## config.mk

```make
export PLATFORM = sky130hd
export DESIGN_NAME = pse_queue
export DESIGN_NICKNAME = d
export VERILOG_FILES = /design/src/rtl/pse_queue.sv
export SDC_FILE = /design/constraint.sdc
export NUM_CORES = 1
export LEC_CHECK = 0
export BUFFER_PORTS_ARGS = -buffer_cell sky130_fd_sc_hd__buf_2
export CAP_MARGIN = 15
export CORE_MARGIN = 2
export CORE_UTILIZATION = 60
export DETAILED_ROUTE_END_ITERATION = 12
export GPL_ROUTABILITY_DRIVEN = 0
export GPL_TIMING_DRIVEN = 1
export PLACE_DENSITY_LB_ADDON = 0.08
export SYNTH_ARGS = -nofsm -noshare
export SYNTH_HDL_FRONTEND = slang
export SYNTH_SLANG_ARGS = --single-unit
```

## constraint.sdc

```tcl
create_clock -name clk -period 4 [get_ports clk]
set_clock_uncertainty 0.1 [all_clocks]
set_input_delay 0.2 -clock clk [delete_from_list [all_inputs] [get_ports clk]]
set_output_delay 0.2 -clock clk [all_outputs]
set_load 0.005 [all_outputs]
```

## src/rtl/pse_queue.sv

```systemverilog
// small register queue carrying segment commands from front to back
// no dependencies
module pse_queue #(
	parameter int WIDTH = 8,
	parameter int DEPTH = 4
) (
	input  logic             clk,
	input  logic             arst_n,
	input  logic             wr_en,
	input  logic [WIDTH-1:0] wr_data,
	input  logic             rd_en,
	output logic [WIDTH-1:0] rd_data,
	output logic             full,
	output logic             empty
);
	localparam int PW = (DEPTH > 1) ? $clog2(DEPTH) : 1;
	localparam int CW = $clog2(DEPTH + 1);

	logic [WIDTH-1:0] mem_q [DEPTH];
	logic [PW-1:0]    wptr_q;
	logic [PW-1:0]    rptr_q;
	logic [CW-1:0]    cnt_q;
	logic             do_wr;
	logic             do_rd;

	assign full    = (cnt_q == CW'(DEPTH));
	assign empty   = (cnt_q == '0);
	assign do_wr   = wr_en && !full;
	assign do_rd   = rd_en && !empty;
	assign rd_data = mem_q[rptr_q];

	always_ff @(posedge clk or negedge arst_n) begin
		if (!arst_n) begin
			wptr_q <= '0;
			rptr_q <= '0;
			cnt_q  <= '0;
		end else begin
			if (do_wr) begin
				wptr_q <= (wptr_q == PW'(DEPTH - 1)) ? '0 : wptr_q + PW'(1);
			end
			if (do_rd) begin
				rptr_q <= (rptr_q == PW'(DEPTH - 1)) ? '0 : rptr_q + PW'(1);
			end
			if (do_wr && !do_rd) begin
				cnt_q <= cnt_q + CW'(1);
			end else if (do_rd && !do_wr) begin
				cnt_q <= cnt_q - CW'(1);
			end
		end
	end

	always_ff @(posedge clk) begin
		if (do_wr) begin
			mem_q[wptr_q] <= wr_data;
		end
	end

`ifndef SYNTHESIS
	a_no_overflow: assert property (@(posedge clk) disable iff (!arst_n)
		full && !do_rd |=> cnt_q == CW'(DEPTH))
		else $error("queue count moved past depth");
	a_count_write: assert property (@(posedge clk) disable iff (!arst_n)
		do_wr && !do_rd |=> cnt_q == $past(cnt_q) + CW'(1))
		else $error("queue count missed a write");
	a_count_read: assert property (@(posedge clk) disable iff (!arst_n)
		do_rd && !do_wr |=> cnt_q == $past(cnt_q) - CW'(1))
		else $error("queue count missed a read");
`endif

endmodule

```

==> out/results.txt, run 1 <==
Final Power - 1242 µW
Max Fanout on Critical Path - 4
Buf/Inv on CP - 1
Crit start category - flip-flop
Syn Std Cell Area - 1618 µm²
# setup viols final - 0
Seq cells post-synth - 39
Die height - 55.93 µm
Final Max Tran Viols - 0
CTS tree - built
CTS Root Cell - clkbuf_4
Post-synth EDFFs - 32
Total GRT Usage - 17.77%
Unrepaired setup endpoints after global routing - false
Fin nets - 133
Clock Latency Late Sink - 0.33 ns
Fill count - 153
Vias per cell - 5.386
Worst slew pin tran - 0.7447 ns
Worst path required time - 4.17 ns
P&R area growth vs syn - 16.94%
Largest cells by area after synthesis - edfxtp_1 59%, mux4_2 11%, dfrtp_1 11%, ha_1 4.6%, mux2_4 3.7%
Largest area contributor in the netlist - edfxtp_1
Detail Route Antenna Nets - 0
Core area - 2522 µm²
Commonest cells post-synth - 32 x edfxtp_1, 8 x mux4_2, 7 x dfrtp_1
Syn_area_per_cell - 20.48 µm²
Async set-reset flop share out of synthesis - 17.95%
Placed insts - 128
Initial core utilization - 64.14%
Vias post-DR - 781
Final Routed Wirelength - 2410 µm
Synthesized netlist cell count - 79
Most common cell in the netlist - edfxtp_1
Worst vdd ir - 0.5670 mV
Residual DRC - 0
Worst setup EP type - flip-flop
H-tree Lvls - 2
Setup TNS - 0 ns
Detailed placer's ending HPWL - 1666 µm
Number of CTS-inserted buffers - 5
Share of the synthesized area in the top cell type - 59.40%
Largest delay share family, worst path - simple AND/OR/NAND/NOR gates
Die width - 55.93 µm
Synth Flop Type - edfxtp_1
Ys Warns - 0
Tmin final - 2.167 ns
Rows - 18
Crit path top cell by count - xor2_1
Worst Setup Slack, final - 1.833 ns
Clk sinks - 39
Die area - 3128 µm²
Routed len/inst - 16.62 µm
PD cells - 656.5 nW/µm²
Total gr overflow - 0
Port bufs - 21
Max Freq - 461.5 MHz
Worst path cell trace - nor3_1 > nand2b_4 > ha_1 > inv_1 > fa_1 > xor2_1 > nor2_1 > xor2_1
Status - complete, no violations
Clock Path Buffers - 2
Worst min path class - in2async
Share of cells above drive strength 1 - 37.39%
# IOs - 22
Initial antenna violation count - 0
Static Leak - 0.0007324 µW
First-pass GRT wire length - 4022 µm
N_diodes - 0
Largest net degree at the start of global routing - 12
Vias in the first global route - 852
Critical Path AT - 2.33 ns
Slew HR - 50.17%
Max cap viols - 0
Pre-CTS setup slack - 1.815 ns
Slowest cell on the critical path - dfrtp_1
Drt first pass iters - 4
Seq/Total Area, Yosys - 70.22%
Crit share post-route - 54.17%
Final non-filler cell total - 145
Peak per-stage delay on the critical path - 0.46 ns
Mapped Nets - 98
DR iter-0 viols - 15
WS Path Type - reg2reg
Final hold vios - 0
Cell variety after synth - 19
Worst-path clk slew - 0.11 ns
## what timing repair did
item	in CTS	in global routing
hold endpoints to repair	39	0
hold buffers	9	0
setup buffers	0	0
gates resized for setup	0	0
## placed cells by master (no fill, tap or decap)
master,count
fa_1,1
mux2_4,4
nor2b_4,1
nor3_1,1
edfxtp_1,32
xnor2_1,1
clkinv_2,1
nor2_1,4
xor2_1,2
mux2_2,1
mux4_2,8
dlygate4sd3_1,9
nand2_1,1
inv_1,3
nor3b_4,1
nand2b_4,1
ha_1,6
clkbuf_1,2
and2_1,3
dfrtp_1,7
clkbuf_4,5
buf_2,21
## layout make-up
class | instances | area (µm²) | area share, %
Sequential cell | 39 | 1136 | 60.05
Tap cell | 30 | 37.54 | 1.984
Clock inverter | 1 | 5.005 | 0.2646
Inverter | 3 | 11.26 | 0.5952
Multi-Input combinational cell | 35 | 461.7 | 24.40
Timing Repair Buffer | 30 | 195.2 | 10.32
Clock buffer | 7 | 45.04 | 2.381
## report_power, final
part           total, µW  switching, µW  internal, µW
combinational        412            163           249
clock                184            115          68.5
sequential           646           96.6           550
## routing by layer
metal | global-route usage, % | up-vias | routed length, µm
li1 | - | 373 | -
met1 | 21.43 | 381 | 1005
met2 | 29.93 | 20 | 1253
met3 | 4.884 | 7 | 109
met4 | 8.163 | 0 | 40
met5 | 0 | - | 0
## worst paths after layout
check | startpoint | to | slack (ns) | cells after the start
max in group asynchronous | arst_n | wptr_q[1] | 3.52 | 2
worst max register to register | cnt_q[1] | cnt_q[2] | 1.83 | 8
worst min register to register | cnt_q[2] | cnt_q[2] | 0.43 | 1
min in group clk | rd_en | rptr_q[0] | 0.14 | 3
worst min-delay path | arst_n | cnt_q[2] | 0.12 | 2
worst max-delay path | cnt_q[1] | cnt_q[2] | 1.83 | 8
## stage by stage
stage	utilization [%]	instance area, µm²	hold slack (ns)
final	75.00	1892	0.1200
after global routing	75.00	1892	0.1200
after CTS	75.00	1892	0.09986
after detailed placement	69.44	1752	-0.05970
after global placement	69.44	1752	-0.05836
after floorplan	-	1618	-0.1956
## cell families after synthesis
| logic type | count (synthesis) | share of synthesized area [%] |
|---|---|---|
| flops | 39 | 70.22 |
| mux | 13 | 15.55 |
| simple gates | 12 | 5.490 |
| fa+ha+maj | 7 | 5.878 |
| buf+inv | 5 | 1.237 |
| xor+xnor | 3 | 1.624 |
## worst register-to-register path: stages (launching register included)
cell	delay (ns)
dfrtp_1	0.46
nor3_1	0.30
nand2b_4	0.21
ha_1	0.18
inv_1	0.06
fa_1	0.38
xor2_1	0.15
nor2_1	0.11
xor2_1	0.15
## state kept, by name, summed over array words and instances (netlist names)
| register | cells |
|---|---|
| rptr_q | 2 |
| mem_q | 32 |
| cnt_q | 3 |
| wptr_q | 2 |
Note: power is estimated with default switching activity, not from simulation.
==> run 2, diff against run 1 <==
--- a/config.mk
+++ b/config.mk
@@ -5,10 +5,11 @@
 export SDC_FILE = /design/constraint.sdc
 export NUM_CORES = 1
 export LEC_CHECK = 0
+export ABC_AREA = 1
 export BUFFER_PORTS_ARGS = -buffer_cell sky130_fd_sc_hd__buf_2
 export CAP_MARGIN = 15
 export CORE_MARGIN = 2
-export CORE_UTILIZATION = 60
+export CORE_UTILIZATION = 56
 export DETAILED_ROUTE_END_ITERATION = 12
 export GPL_ROUTABILITY_DRIVEN = 0
 export GPL_TIMING_DRIVEN = 1
==> constraint.sdc (replaced) <==
create_clock -name clk -period 2 [get_ports clk]
set_clock_uncertainty 0.1 [all_clocks]
set_input_delay 0.1 -clock clk [delete_from_list [all_inputs] [get_ports clk]]
set_output_delay 0.1 -clock clk [all_outputs]
set_load 0.005 [all_outputs]
==> run 2 against run 1 <==
  * Die area up 15%
  * Combinational power rose to 2.7 times the previous value
  * Worst hold slack better by 0.27 ns
  * Global-route usage up 1.3 points
  * Via count up 49%
==> out/results.txt, run 2 <==
Syn Std Cell Area - 1759 µm²
Clk sinks - 39
Vias per cell - 4.774
Max FFs per register - 32
Crit share post-route - 91.73%
Clock Path Buffers - 2
Status - complete, no violations
Ys Warns - 0
Max Freq - 545.1 MHz
Fin nets - 217
Slew HR - 77.60%
Initial core utilization - 58.10%
Port bufs - 21
Drt first pass iters - 4
P_int - 1809 µW
Top reg by flops - mem_q
Rows - 20
Hold slack - 0.3942 ns
Final Max Tran Viols - 0
Share of the synthesized area in the top cell type - 54.62%
Clock Latency Late Sink - 0.34 ns
Setup TNS - 0 ns
Crit path top cell by count - nand2_1
Biggest regs - mem_q x32, cnt_q x3
Slowest cell on the critical path - dfrtp_1
Largest cells by area after synthesis - edfxtp_1 55%, dfrtp_1 10%, nand2_1 8.1%, inv_1 6.6%, o211ai_1 6.4%
Detailed placer's ending HPWL - 1947 µm
Worst r2r dst - cnt_q[2]
Worst Min Path Start - wr_data[3]
Mapped Nets - 173
Worst-path clk slew - 0.11 ns
Commonest cells post-synth - 38 x nand2_1, 32 x edfxtp_1, 31 x inv_1
Cell variety after synth - 16
Async set-reset flop share out of synthesis - 17.95%
Hold Crit Depth - 2
Worst vdd ir - 0.7235 mV
Sw power - 993.6 µW
Core area - 3028 µm²
# IOs - 22
Clock power share - 18.4%
Final hold vios - 0
Peak per-stage delay on the critical path - 0.43 ns
Worst slew pin tran - 0.3360 ns
Largest area contributor in the netlist - edfxtp_1
Seq pwr share - 42.5%
H-tree Lvls - 2
RR Startpoint - cnt_q[2]
Worst R2R Setup Slack - 0.17 ns
P&R area growth vs syn - 22.05%
Worst Setup Slack, final - 0.1653 ns
Initial antenna violation count - 0
Final Routed Wirelength - 2920 µm
Most common cell in the netlist - nand2_1
Number of CTS-inserted buffers - 5
Die area - 3606 µm²
Seq cells post-synth - 39
# setup viols final - 0
Gate power share - 39.2%
Routed len/inst - 12.02 µm
Detail Route Antenna Nets - 0
Crit start category - flip-flop
Largest net degree at the start of global routing - 36
Total GRT Usage - 19.02%
WS Path Type - reg2reg
Vias in the first global route - 1081
Worst path required time - 2.15 ns
Die height - 60.05 µm
Post-synth EDFFs - 32
Static Leak - 0.0009733 µW
PD cells - 1305 nW/µm²
Synthesized netlist cell count - 154
Leading cell type in the layout, fill and taps excluded - nand2_1
N_diodes - 0
Reg2Reg Depth - 10
Total gr overflow - 0
Residual DRC - 0
Unrepaired setup endpoints after global routing - false
Critical Path AT - 1.99 ns
Max Fanout on Critical Path - 4
Worst min path class - in2reg
CTS tree - built
CTS Root Cell - clkbuf_4
Worst setup EP type - flip-flop
Seq/Total Area, Yosys - 64.58%
First-pass GRT wire length - 4733 µm
Most frequent cells in the layout - 37 x nand2_1, 32 x edfxtp_1, 31 x inv_1, 21 x buf_2, 15 x o211ai_1
Worst path cell trace - inv_1 > nand3_2 > nand2_2 > ha_1 > inv_1 > fa_1 > nand2_1 > nand3_1 > nand2_1 > nand2_1
Tmin final - 1.835 ns
Die width - 60.05 µm
DR iter-0 viols - 57
Synth Flop Type - edfxtp_1
Share of cells above drive strength 1 - 21.61%
Vias post-DR - 1160
Max cap viols - 0
Hold path endpoint - mem_q[0][3]
Pre-CTS setup slack - 0.1189 ns
Syn_area_per_cell - 11.42 µm²
Switching Share - 35.46%
## run 2: stage by stage
stage | total power [µW] | instances | cell area [µm²] | util, %
detailed placement | 2264 | 221 | 1916 | 63.26
global route | 3040 | 243 | 2147 | 70.91
global placement | 2212 | 221 | 1916 | 63.26
floorplan | 1963 | 154 | 1759 | -
CTS | 2798 | 242 | 2127 | 70.25
finish | 2802 | 243 | 2147 | 70.91
## run 2: final cells by class
cell class                      instances  area (µm²)
Sequential cell                        39        1136
Clock buffer                            5       37.54
Clock inverter                          3       43.79
Multi-Input combinational cell         78       459.2
Tap cell                               44       55.05
Inverter                               32       120.1
Timing Repair Buffer                   42       295.3
Fill cell                             246       880.8
## run 2: kinds of logic (layout without fill, tap and decap cells)
kind of cell	count (synthesis)	count (layout)	share of synthesized area (%)
compound gates	17	17	7.397
flops	39	39	64.58
xor+xnor	1	1	0.4980
simple gates	53	53	12.09
fa+ha+maj	7	7	5.405
buf+inv	37	82	10.03
## run 2: per-layer routing
layer  global-route usage [%]  wire (µm)  vias up
li1                         -          -      591
met1                    23.17       1335      535
met2                    31.06       1383       28
met3                    6.494        148        6
met4                    7.619         53        0
met5                        0          0        -
## run 2: how the worst max path moves through the flow
| stage | start | endpoint | slack [ns] |
|---|---|---|---|
| CTS | cnt_q[1] | cnt_q[2] | 0.11 |
| detailed placement | cnt_q[0] | cnt_q[2] | 0.12 |
| floorplan | cnt_q[0] | cnt_q[1] | 0.21 |
| global route | cnt_q[1] | cnt_q[2] | 0.01 |
| global placement | cnt_q[0] | cnt_q[2] | 0.19 |
| finish | cnt_q[2] | cnt_q[2] | 0.17 |
## run 2: worst max-delay path: cells and delay by family, from the launching register on
kind	cells	cell delay, ns
flops	1	0.43
buf+inv	2	0.16
simple gates	6	0.51
fa+ha+maj	2	0.53
## run 2: timing repair
action / 4_1_cts / 5_1_grt
resized for setup: 0 / 3
hold buffers: 13 / 0
setup buffers: 0 / 1
endpoints found under the setup margin: 0 / 1
endpoints found under the hold margin: 43 / 0
## run 2: power by group through the flow
stage | registers (µW) | logic [µW] | clock network, µW
CTS | 1190 | 1080 | 531
detailed placement | 1210 | 1060 | 0
floorplan | 1180 | 779 | 0
global placement | 1200 | 1010 | 0
global route | 1210 | 1270 | 560
finish | 1190 | 1100 | 515
