<file path="src/rtl/pse_front.sv">
// front end: takes path points, tracks path state, emits segment commands
// depends on pse_pkg
module pse_front #(
	parameter int COORD_BITS = 24
) (
	input  logic                         clk,
	input  logic                         arst_n,
	input  logic                         push,
	input  logic signed [COORD_BITS-1:0] point_x,
	input  logic signed [COORD_BITS-1:0] point_y,
	input  logic                         path_end,
	output logic                         full,
	input  logic                         close_contour,
	input  logic                         q_full,
	output logic                         q_wr,
	output logic [4*COORD_BITS:0]        q_data
);
	localparam int CMD_W = 4 * COORD_BITS + 1;

	logic signed [COORD_BITS-1:0] prev_x_q;
	logic signed [COORD_BITS-1:0] prev_y_q;
	logic signed [COORD_BITS-1:0] start_x_q;
	logic signed [COORD_BITS-1:0] start_y_q;
	logic [1:0]                   seen_q;
	logic                         pend_q;
	logic [CMD_W-1:0]             pend_cmd_q;
	logic                         accept;
	logic                         seg1;
	logic                         seg2;
	logic [CMD_W-1:0]             cmd1;
	logic [CMD_W-1:0]             cmd2;

	assign full   = pend_q || q_full;
	assign accept = push && !full;

	assign seg1 = (seen_q != 2'd0) && ((point_x != prev_x_q) || (point_y != prev_y_q));
	assign seg2 = path_end && close_contour && (seen_q != 2'd0)
		&& ((point_x != start_x_q) || (point_y != start_y_q));

	assign cmd1 = {prev_x_q, prev_y_q, point_x, point_y, !seg2};
	assign cmd2 = {point_x, point_y, start_x_q, start_y_q, 1'b1};

	assign q_wr   = pend_q ? !q_full : (accept && (seg1 || seg2));
	assign q_data = pend_q ? pend_cmd_q : (seg1 ? cmd1 : cmd2);

	always_ff @(posedge clk or negedge arst_n) begin
		if (!arst_n) begin
			seen_q <= 2'd0;
			pend_q <= 1'b0;
		end else begin
			if (accept) begin
				if (path_end) begin
					seen_q <= 2'd0;
				end else if (seen_q != 2'd2) begin
					seen_q <= seen_q + 2'd1;
				end
				pend_q <= seg1 && seg2;
			end else if (pend_q && !q_full) begin
				pend_q <= 1'b0;
			end
		end
	end

	always_ff @(posedge clk) begin
		if (accept) begin
			prev_x_q   <= point_x;
			prev_y_q   <= point_y;
			pend_cmd_q <= cmd2;
			if (seen_q == 2'd0) begin
				start_x_q <= point_x;
				start_y_q <= point_y;
			end
		end
	end

`ifndef SYNTHESIS
	a_end_restarts: assert property (@(posedge clk) disable iff (!arst_n)
		accept && path_end |=> seen_q == 2'd0)
		else $error("path end did not restart the path");
	a_pend_drains: assert property (@(posedge clk) disable iff (!arst_n)
		pend_q && !q_full |=> !pend_q)
		else $error("pending closing segment not forwarded");
	a_wr_space: assert property (@(posedge clk) disable iff (!arst_n)
		q_wr |-> !q_full)
		else $error("command written into a full queue");
`endif

endmodule

</file>
<file path="config.mk">
export PLATFORM = sky130hd
export DESIGN_NAME = pse_front
export DESIGN_NICKNAME = d
export VERILOG_FILES = /design/src/rtl/pse_front.sv
export SDC_FILE = /design/constraint.sdc
export NUM_CORES = 1
export LEC_CHECK = 0
export ABC_AREA = 0
export BUFFER_PORTS_ARGS = -buffer_cell sky130_fd_sc_hd__buf_2
export CAP_MARGIN = 20
export CORE_ASPECT_RATIO = 2
export CORE_MARGIN = 4
export CORE_UTILIZATION = 48
export CTS_BUF_LIST = sky130_fd_sc_hd__clkbuf_8
export DETAILED_ROUTE_END_ITERATION = 10
export PLACE_DENSITY = 0.71
export SYNTH_ARGS = -nofsm -noshare
export SYNTH_HDL_FRONTEND = slang
export SYNTH_SLANG_ARGS = --single-unit
</file>
<file path="constraint.sdc">
create_clock -name clk -period 10 [get_ports clk]
set_clock_uncertainty 0.2 [all_clocks]
set_input_delay 1.5 -clock clk [delete_from_list [all_inputs] [get_ports clk]]
set_output_delay 1.5 -clock clk [all_outputs]
set_load 0.005 [all_outputs]
</file>
==> results of run 1 <==
## how the worst min path moves through the flow
stage,depth (start not counted),slack (ns),start,to
floorplan,0,0.27,start_x_q[19]$_DFFE_PP_,pend_cmd_q[44]$_DFFE_PP_
global placement,0,0.28,start_y_q[21]$_DFFE_PP_,pend_cmd_q[22]$_DFFE_PP_
CTS,0,0.30,start_y_q[11]$_DFFE_PP_,pend_cmd_q[12]$_DFFE_PP_
finish,0,0.30,start_y_q[6]$_DFFE_PP_,pend_cmd_q[7]$_DFFE_PP_
global route,0,0.32,start_y_q[11]$_DFFE_PP_,pend_cmd_q[12]$_DFFE_PP_
detailed placement,0,0.28,start_y_q[11]$_DFFE_PP_,pend_cmd_q[12]$_DFFE_PP_
## routing by layer
layer / share of wire / global-route usage / up-vias
met4: 0.036 / 0.108 / 0
met3: 0.060 / 0.0436 / 42
met5: 0 / 0 / -
met2: 0.53 / 0.424 / 287
met1: 0.37 / 0.276 / 2924
li1: - / - / 2687
## final cells by class
type | count | area (um2) | area share
flip-flops and latches | 147 | 4400 | 0.488
multi-input cells | 392 | 2980 | 0.330
inverters | 52 | 196 | 0.0218
clock inverters | 15 | 133 | 0.0147
clock buffers | 17 | 234 | 0.0259
well taps | 201 | 251 | 0.0279
repair buffers | 161 | 828 | 0.0917
## cells by family after synthesis
family / count (synthesis) / share of synthesized area
flip-flops: 147 / 0.567
adder cells (fa/ha/maj): 2 / 0.00322
AND/OR/NAND/NOR: 142 / 0.0973
AO/OA/AOI/OAI: 104 / 0.103
multiplexers: 48 / 0.0696
buffers and inverters: 98 / 0.0519
XOR/XNOR: 96 / 0.108
## per-stage QoR
| step | util | hold slack, ns | worst slack [ns] |
|---|---|---|---|
| detailed placement | 0.546 | 0.284 | 3.36 |
| global placement | 0.546 | 0.278 | 3.53 |
| global route | 0.569 | 0.318 | 3.31 |
| finish | 0.569 | 0.305 | 3.44 |
| CTS | 0.569 | 0.302 | 3.38 |
| floorplan | - | 0.273 | 5.06 |
## flip-flops by register name, summed over array words and instances, names as in the netlist
register / cells
pend_cmd_q: 49
pend_q: 1
prev_x_q: 24
prev_y_q: 23
seen_q: 2
start_x_q: 24
start_y_q: 24
## cells in the mapped netlist, drive strengths merged
master    n  area [um2]
a211oi    1        7.51
a21oi     2        10.0
a221oi   48         420
a311o     1        10.0
a311oi    1        8.76
a31oi    46         288
and4      3        26.3
buf      14        87.6
clkbuf   32         120
dfrtp     3        75.1
edfxtp  144        4320
ha        2        25.0
inv      52         195
mux2     48         541
nand2     3        11.3
nand2b    1        6.26
nand3     1        5.00
nand4    15        93.8
nor2     52         195
nor2b     1        6.26
nor3      2        10.0
nor3b     1        7.51
nor4     15        93.8
o22ai     2        12.5
o31ai     1        7.51
o41ai     2        36.3
or2       1        6.26
or3      47         294
xnor2    48         420
xor2     48         420
## power breakdown
part / switching, W / leakage (nW) / internal, W
Clock: 0.000242 / 0.186 / 0.000198
Sequential: 0.0000377 / 1.38 / 0.000743
Combinational: 0.000465 / 1.86 / 0.000385
==> impl_metrics.env, run 1 <==
export IMPL_status="finished, final reports clean"
export IMPL_yosys_warnings=0
export IMPL_cts_inserted_buffers=17
export IMPL_nFillCells=1370
export IMPL_drtAntennaViolNets=0
export IMPL_initial_core_util=0.490
export IMPL_cpMaxStageDelayCell="nor4_1"
export IMPL_finalSetupViolations=0
export IMPL_ir_drop_mv=0.115
export IMPL_dr_first_iter_drc_count=585
export IMPL_period_needed_ns=6.56
export IMPL_critPathLaunchType="input port"
export IMPL_crit_end="q_data[68]"
export IMPL_syn_inst=637
export IMPL_numClockSinks=147
export IMPL_worst_r2r_path_depth=6
export IMPL_syn_nets=693
export IMPL_rr_endpoint="seen_q[1]$_DFFE_PN0P_"
export IMPL_cp_buffers_inverters=3
export IMPL_core_um2=15900
export IMPL_critical_path_most_common_cell="buf_2"
export IMPL_path_cells="buf_2 > xor2_1 > nor4_1 > nand4_1 > o41ai_4 > buf_4 > mux2_2 > buf_2"
export IMPL_synthDistinctLibCells=35
export IMPL_required_ns=8.30
export IMPL_synth_area_per_cell_um2=12.2
export IMPL_post_route_period_util=0.656
export IMPL_gp_congestion=0.863
export IMPL_slowest_delay_ns=0.74
export IMPL_final_cells=985
export IMPL_final_common_cell="buf_2"
export IMPL_hpwlAfterDp_um=15500
export IMPL_syn_area_um2=7760
export IMPL_endpoint_kind="primary output"
export IMPL_rsz0062_at_grt="false"
export IMPL_worstMarginPinSlew_ns=0.865
export IMPL_p_leak_nw=3.42
export IMPL_n_antenna_cell=0
export IMPL_post_route_cell_area_um2=9030
export IMPL_worstSetupStartpoint="point_x[2]"
export IMPL_power_w=0.00207
export IMPL_nNetsFinal=827
export IMPL_clockRootBuffer="clkbuf_8"
export IMPL_drive_above_1_share=0.301
export IMPL_fmax_mhz=153
export IMPL_clkSlewWorstSetupHoldPaths_ns=0.08
export IMPL_dieArea_um2=18400
export IMPL_place_area_um2=8660
export IMPL_min_path_type="reg2reg"
export IMPL_via_count=5940
export IMPL_htree_levels=4
export IMPL_post_cts_buffers=0
export IMPL_reg2reg_slack_ns=6.19
export IMPL_postCtsHoldBufs=0
export IMPL_antenna_found_initial=0
export IMPL_grt_ovfl_total=0
export IMPL_wirelength_um=22300
export IMPL_synth_seq_cells=147
export IMPL_grt_use_total=0.239
export IMPL_wl_per_cell_um=22.7
export IMPL_area_growth_pct=16.3
export IMPL_placed_cells=953
export IMPL_dr_pass1_iters=5
export IMPL_r2r_start="pend_q$_DFFE_PN0P_"
export IMPL_io_buffers=152
export IMPL_drc_errors=0
export IMPL_cp_num_cells=8
export IMPL_final_setup_tns_ns=0
export IMPL_fp_dieH_um=188
export IMPL_row_count=65
export IMPL_power_density_nw_per_um2=229
export IMPL_ys_seq_area_frac=0.567
export IMPL_crit_family="simple AND/OR/NAND/NOR gates"
export IMPL_cts_tree="yes"
export IMPL_clockBufferDepth=2
export IMPL_relSlewSlack=0.423
export IMPL_drv_slew=0
export IMPL_pin_count=153
export IMPL_grt_pass1_vias=5753
export IMPL_path_class="in2out"
export IMPL_via_per_inst=6.03
export IMPL_critPathArrivalTime_ns=4.86
export IMPL_ctsResizeCount=0
export IMPL_die_x_um=97.9
export IMPL_mostFrequentLayoutCells="152 x buf_2, 144 x edfxtp_1, 52 x inv_1"
export IMPL_clock_latency_ns=0.46
export IMPL_grt_max_degree=85
export IMPL_grt_pass1_wl_um=33600
export IMPL_cp_max_fo=41
export IMPL_hold_viol=0
export IMPL_drv_cap=0
No activity file was read; power rests on OpenSTA's default activity.
==> run 2, diff against run 1 <==
Settings changed: ABC_AREA 0 to 1.
Clock period 10 ns to 6.7 ns, I/O delays scaled along.
==> run 2 against run 1 <==
Net effect: wire length shrank 3.4%; power is 36% higher; first-iteration DRC count down 35%; non-clock buffer count fell by 1; synthesized cell count up 42%; global-route usage fell by 0.64 points; flip-flop and latch count stayed put; critical endpoint is now q_data[78].
==> impl_metrics.env, run 2 <==
export IMPL_status="finished, final reports clean"
export IMPL_gr_max_usage_layer="met2"
export IMPL_grt_pass1_vias=6268
export IMPL_gp_congestion=0.803
export IMPL_grt_max_degree=98
export IMPL_rsz0062_at_grt="false"
export IMPL_area_growth_pct=17.3
export IMPL_cts_tree="yes"
export IMPL_top_register="pend_cmd_q"
export IMPL_synth_area_top_cells="edfxtp_1 55%, nand2_1 16%, nand3_1 6.7%"
export IMPL_final_common_cell="nand2_1"
export IMPL_cts_inserted_buffers=17
export IMPL_largest_register_ffs=49
export IMPL_path_class="in2out"
export IMPL_drc_errors=0
export IMPL_ys_seq_area_frac=0.562
export IMPL_critPathLaunchType="input port"
export IMPL_hpwlAfterDp_um=14100
export IMPL_syn_inst=905
export IMPL_initial_core_util=0.491
export IMPL_endpoint_kind="primary output"
export IMPL_clock_latency_ns=0.46
export IMPL_grtUsageMet2=0.409
export IMPL_final_core_util=0.576
export IMPL_antenna_found_initial=0
export IMPL_ctsResizeCount=0
export IMPL_nFillCells=1487
export IMPL_mostFrequentLayoutCells="326 x nand2_1, 152 x buf_2, 144 x edfxtp_1"
export IMPL_dr_first_iter_drc_count=381
export IMPL_numClockSinks=147
export IMPL_wirelength_um=21600
export IMPL_core_um2=15900
export IMPL_period_needed_ns=4.58
export IMPL_required_ns=5.49
export IMPL_yosysMostFrequentCell="nand2_1"
export IMPL_synth_top_cell_area_share=0.552
export IMPL_grt_ovfl_total=0
export IMPL_drtAntennaViolNets=0
export IMPL_drv_cap=0
export IMPL_pin_count=153
export IMPL_relSlewSlack=0.308
export IMPL_met3_usage=0.0437
export IMPL_via_per_inst=5.17
export IMPL_finalSetupViolations=0
export IMPL_timing_hold_ws_ns=0.121
export IMPL_gr_usage_met1=0.277
export IMPL_grt_pass1_wl_um=33400
export IMPL_synth_area_per_cell_um2=8.66
export IMPL_die_x_um=98.3
export IMPL_fp_dieH_um=189
export IMPL_critPathArrivalTime_ns=3.38
export IMPL_ir_drop_mv=0.214
export IMPL_htree_levels=4
export IMPL_dieArea_um2=18600
export IMPL_drv_slew=0
export IMPL_yosys_warnings=0
export IMPL_async_flop_share=0.0204
export IMPL_min_path_type="in2async"
export IMPL_syn_area_um2=7830
export IMPL_postCtsHoldBufs=0
export IMPL_grt_use_total=0.232
export IMPL_synthDistinctLibCells=22
export IMPL_wl_per_cell_um=17.1
export IMPL_dr_pass1_iters=5
export IMPL_synth_seq_cells=147
export IMPL_post_route_period_util=0.684
export IMPL_synth_top_area_cell="edfxtp_1"
export IMPL_synth_edff_count=144
export IMPL_io_buffers=152
export IMPL_synth_top_flop_cell="edfxtp_1"
export IMPL_hold_viol=0
export IMPL_post_cts_buffers=0
export IMPL_nNetsFinal=1104
export IMPL_p_leak_nw=4.22
export IMPL_synthTopCellsByCount="326 x nand2_1, 144 x edfxtp_1, 118 x inv_1"
export IMPL_syn_nets=961
export IMPL_final_setup_tns_ns=0
export IMPL_n_antenna_cell=0
export IMPL_place_ws_ns=2.10
export IMPL_fmax_mhz=218
export IMPL_drive_above_1_share=0.187
export IMPL_cp_max_fo=97
export IMPL_row_count=65
export IMPL_clkSlewWorstSetupHoldPaths_ns=0.09
export IMPL_power_density_nw_per_um2=307
export IMPL_clockBufferDepth=2
export IMPL_clockRootBuffer="clkbuf_8"
export IMPL_worstMarginPinSlew_ns=1.04
export IMPL_layout_setup_ws_ns=2.12
export IMPL_via_count=6520
[run 2: cell types whose count changed after synthesis, moves of 13 or more]
cell and delta:
o21ai_1 +30, nand3_1 +104, nand4_1 -13, o21ai_0 +21, nor4_1 -15, nand2_1 +323
a221oi_1 -48, a31oi_1 -46, inv_1 +66, xor2_1 -24, or3_1 -47, mux2_2 -39
[run 2: path summary, 6_finish.rpt]
| path | slack [ns] | from | to | cells past startpoint |
|---|---|---|---|---|
| max | 2.12 | point_x[10] | q_data[78] | 11 |
| min | 0.12 | arst_n | seen_q[0]$_DFFE_PN0P_ | 1 |
| max reg2reg | 2.78 | pend_q$_DFFE_PN0P_ | start_y_q[23]$_DFFE_PP_ | 6 |
| min reg2reg | 0.29 | start_y_q[9]$_DFFE_PP_ | pend_cmd_q[10]$_DFFE_PP_ | 0 |
| max in group asynchronous | 6.06 | arst_n | pend_q$_DFFE_PN0P_ | 1 |
| min in group clk | 0.29 | start_y_q[9]$_DFFE_PP_ | pend_cmd_q[10]$_DFFE_PP_ | 0 |
[run 2: worst max-delay path: stages]
cell and delay (ns):
buf_2 0.13, xnor2_1 0.22, nand2_1 0.07, nor2_1 0.22, nand2_1 0.08, nor2_1 0.17, nand3_2 0.12, nand2_2 0.10
nand2_4 0.53, o21ai_1 0.47, buf_2 0.18
[run 2: final cells by class]
cell class | instances | area, um2 | share of cell area
clock buffer | 17 | 234 | 0.0255
tap | 201 | 251 | 0.0274
timing repair buffer | 160 | 841 | 0.0915
multi-input combinational | 601 | 2820 | 0.307
sequential | 147 | 4400 | 0.479
clock inverter | 14 | 189 | 0.0206
inverter | 121 | 457 | 0.0497
[run 2: kinds of logic (layout without fill, tap and decap cells)]
logic type	after synthesis	after routing	share of synthesized area
AOI/OAI and AO/OA	58	58	0.0371
buffers and inverters	157	312	0.0811
DFF	147	147	0.562
xor gates and xnor gates	62	62	0.0693
adders and majority gates	2	2	0.00319
and+or+nand+nor	479	479	0.248
[run 2: power by group]
part	internal [W]	switching (W)	total, W
combinational	0.000349	0.000606	0.000955
sequential	0.00109	0.0000332	0.00112
clock	0.000401	0.000348	0.000749
total	0.00184	0.000987	0.00282
[run 2: stage by stage]
| step | area, um2 | cells | total power [W] |
|---|---|---|---|
| 6_report | 9190 | 1261 | 0.00282 |
| 5_1_grt | 9190 | 1261 | 0.00299 |
| 4_1_cts | 9160 | 1260 | 0.00285 |
| 3_5_place_dp | 8740 | 1229 | 0.00210 |
| 3_3_place_gp | 8740 | 1229 | 0.00209 |
| 2_1_floorplan | 7830 | 905 | 0.00169 |
[run 2: layer usage]
metal  wire length (um)  up-vias
met4                559        0
met2              11500      242
met1               8210     3073
met5                  0        -
li1                   -     3175
met3               1250       30
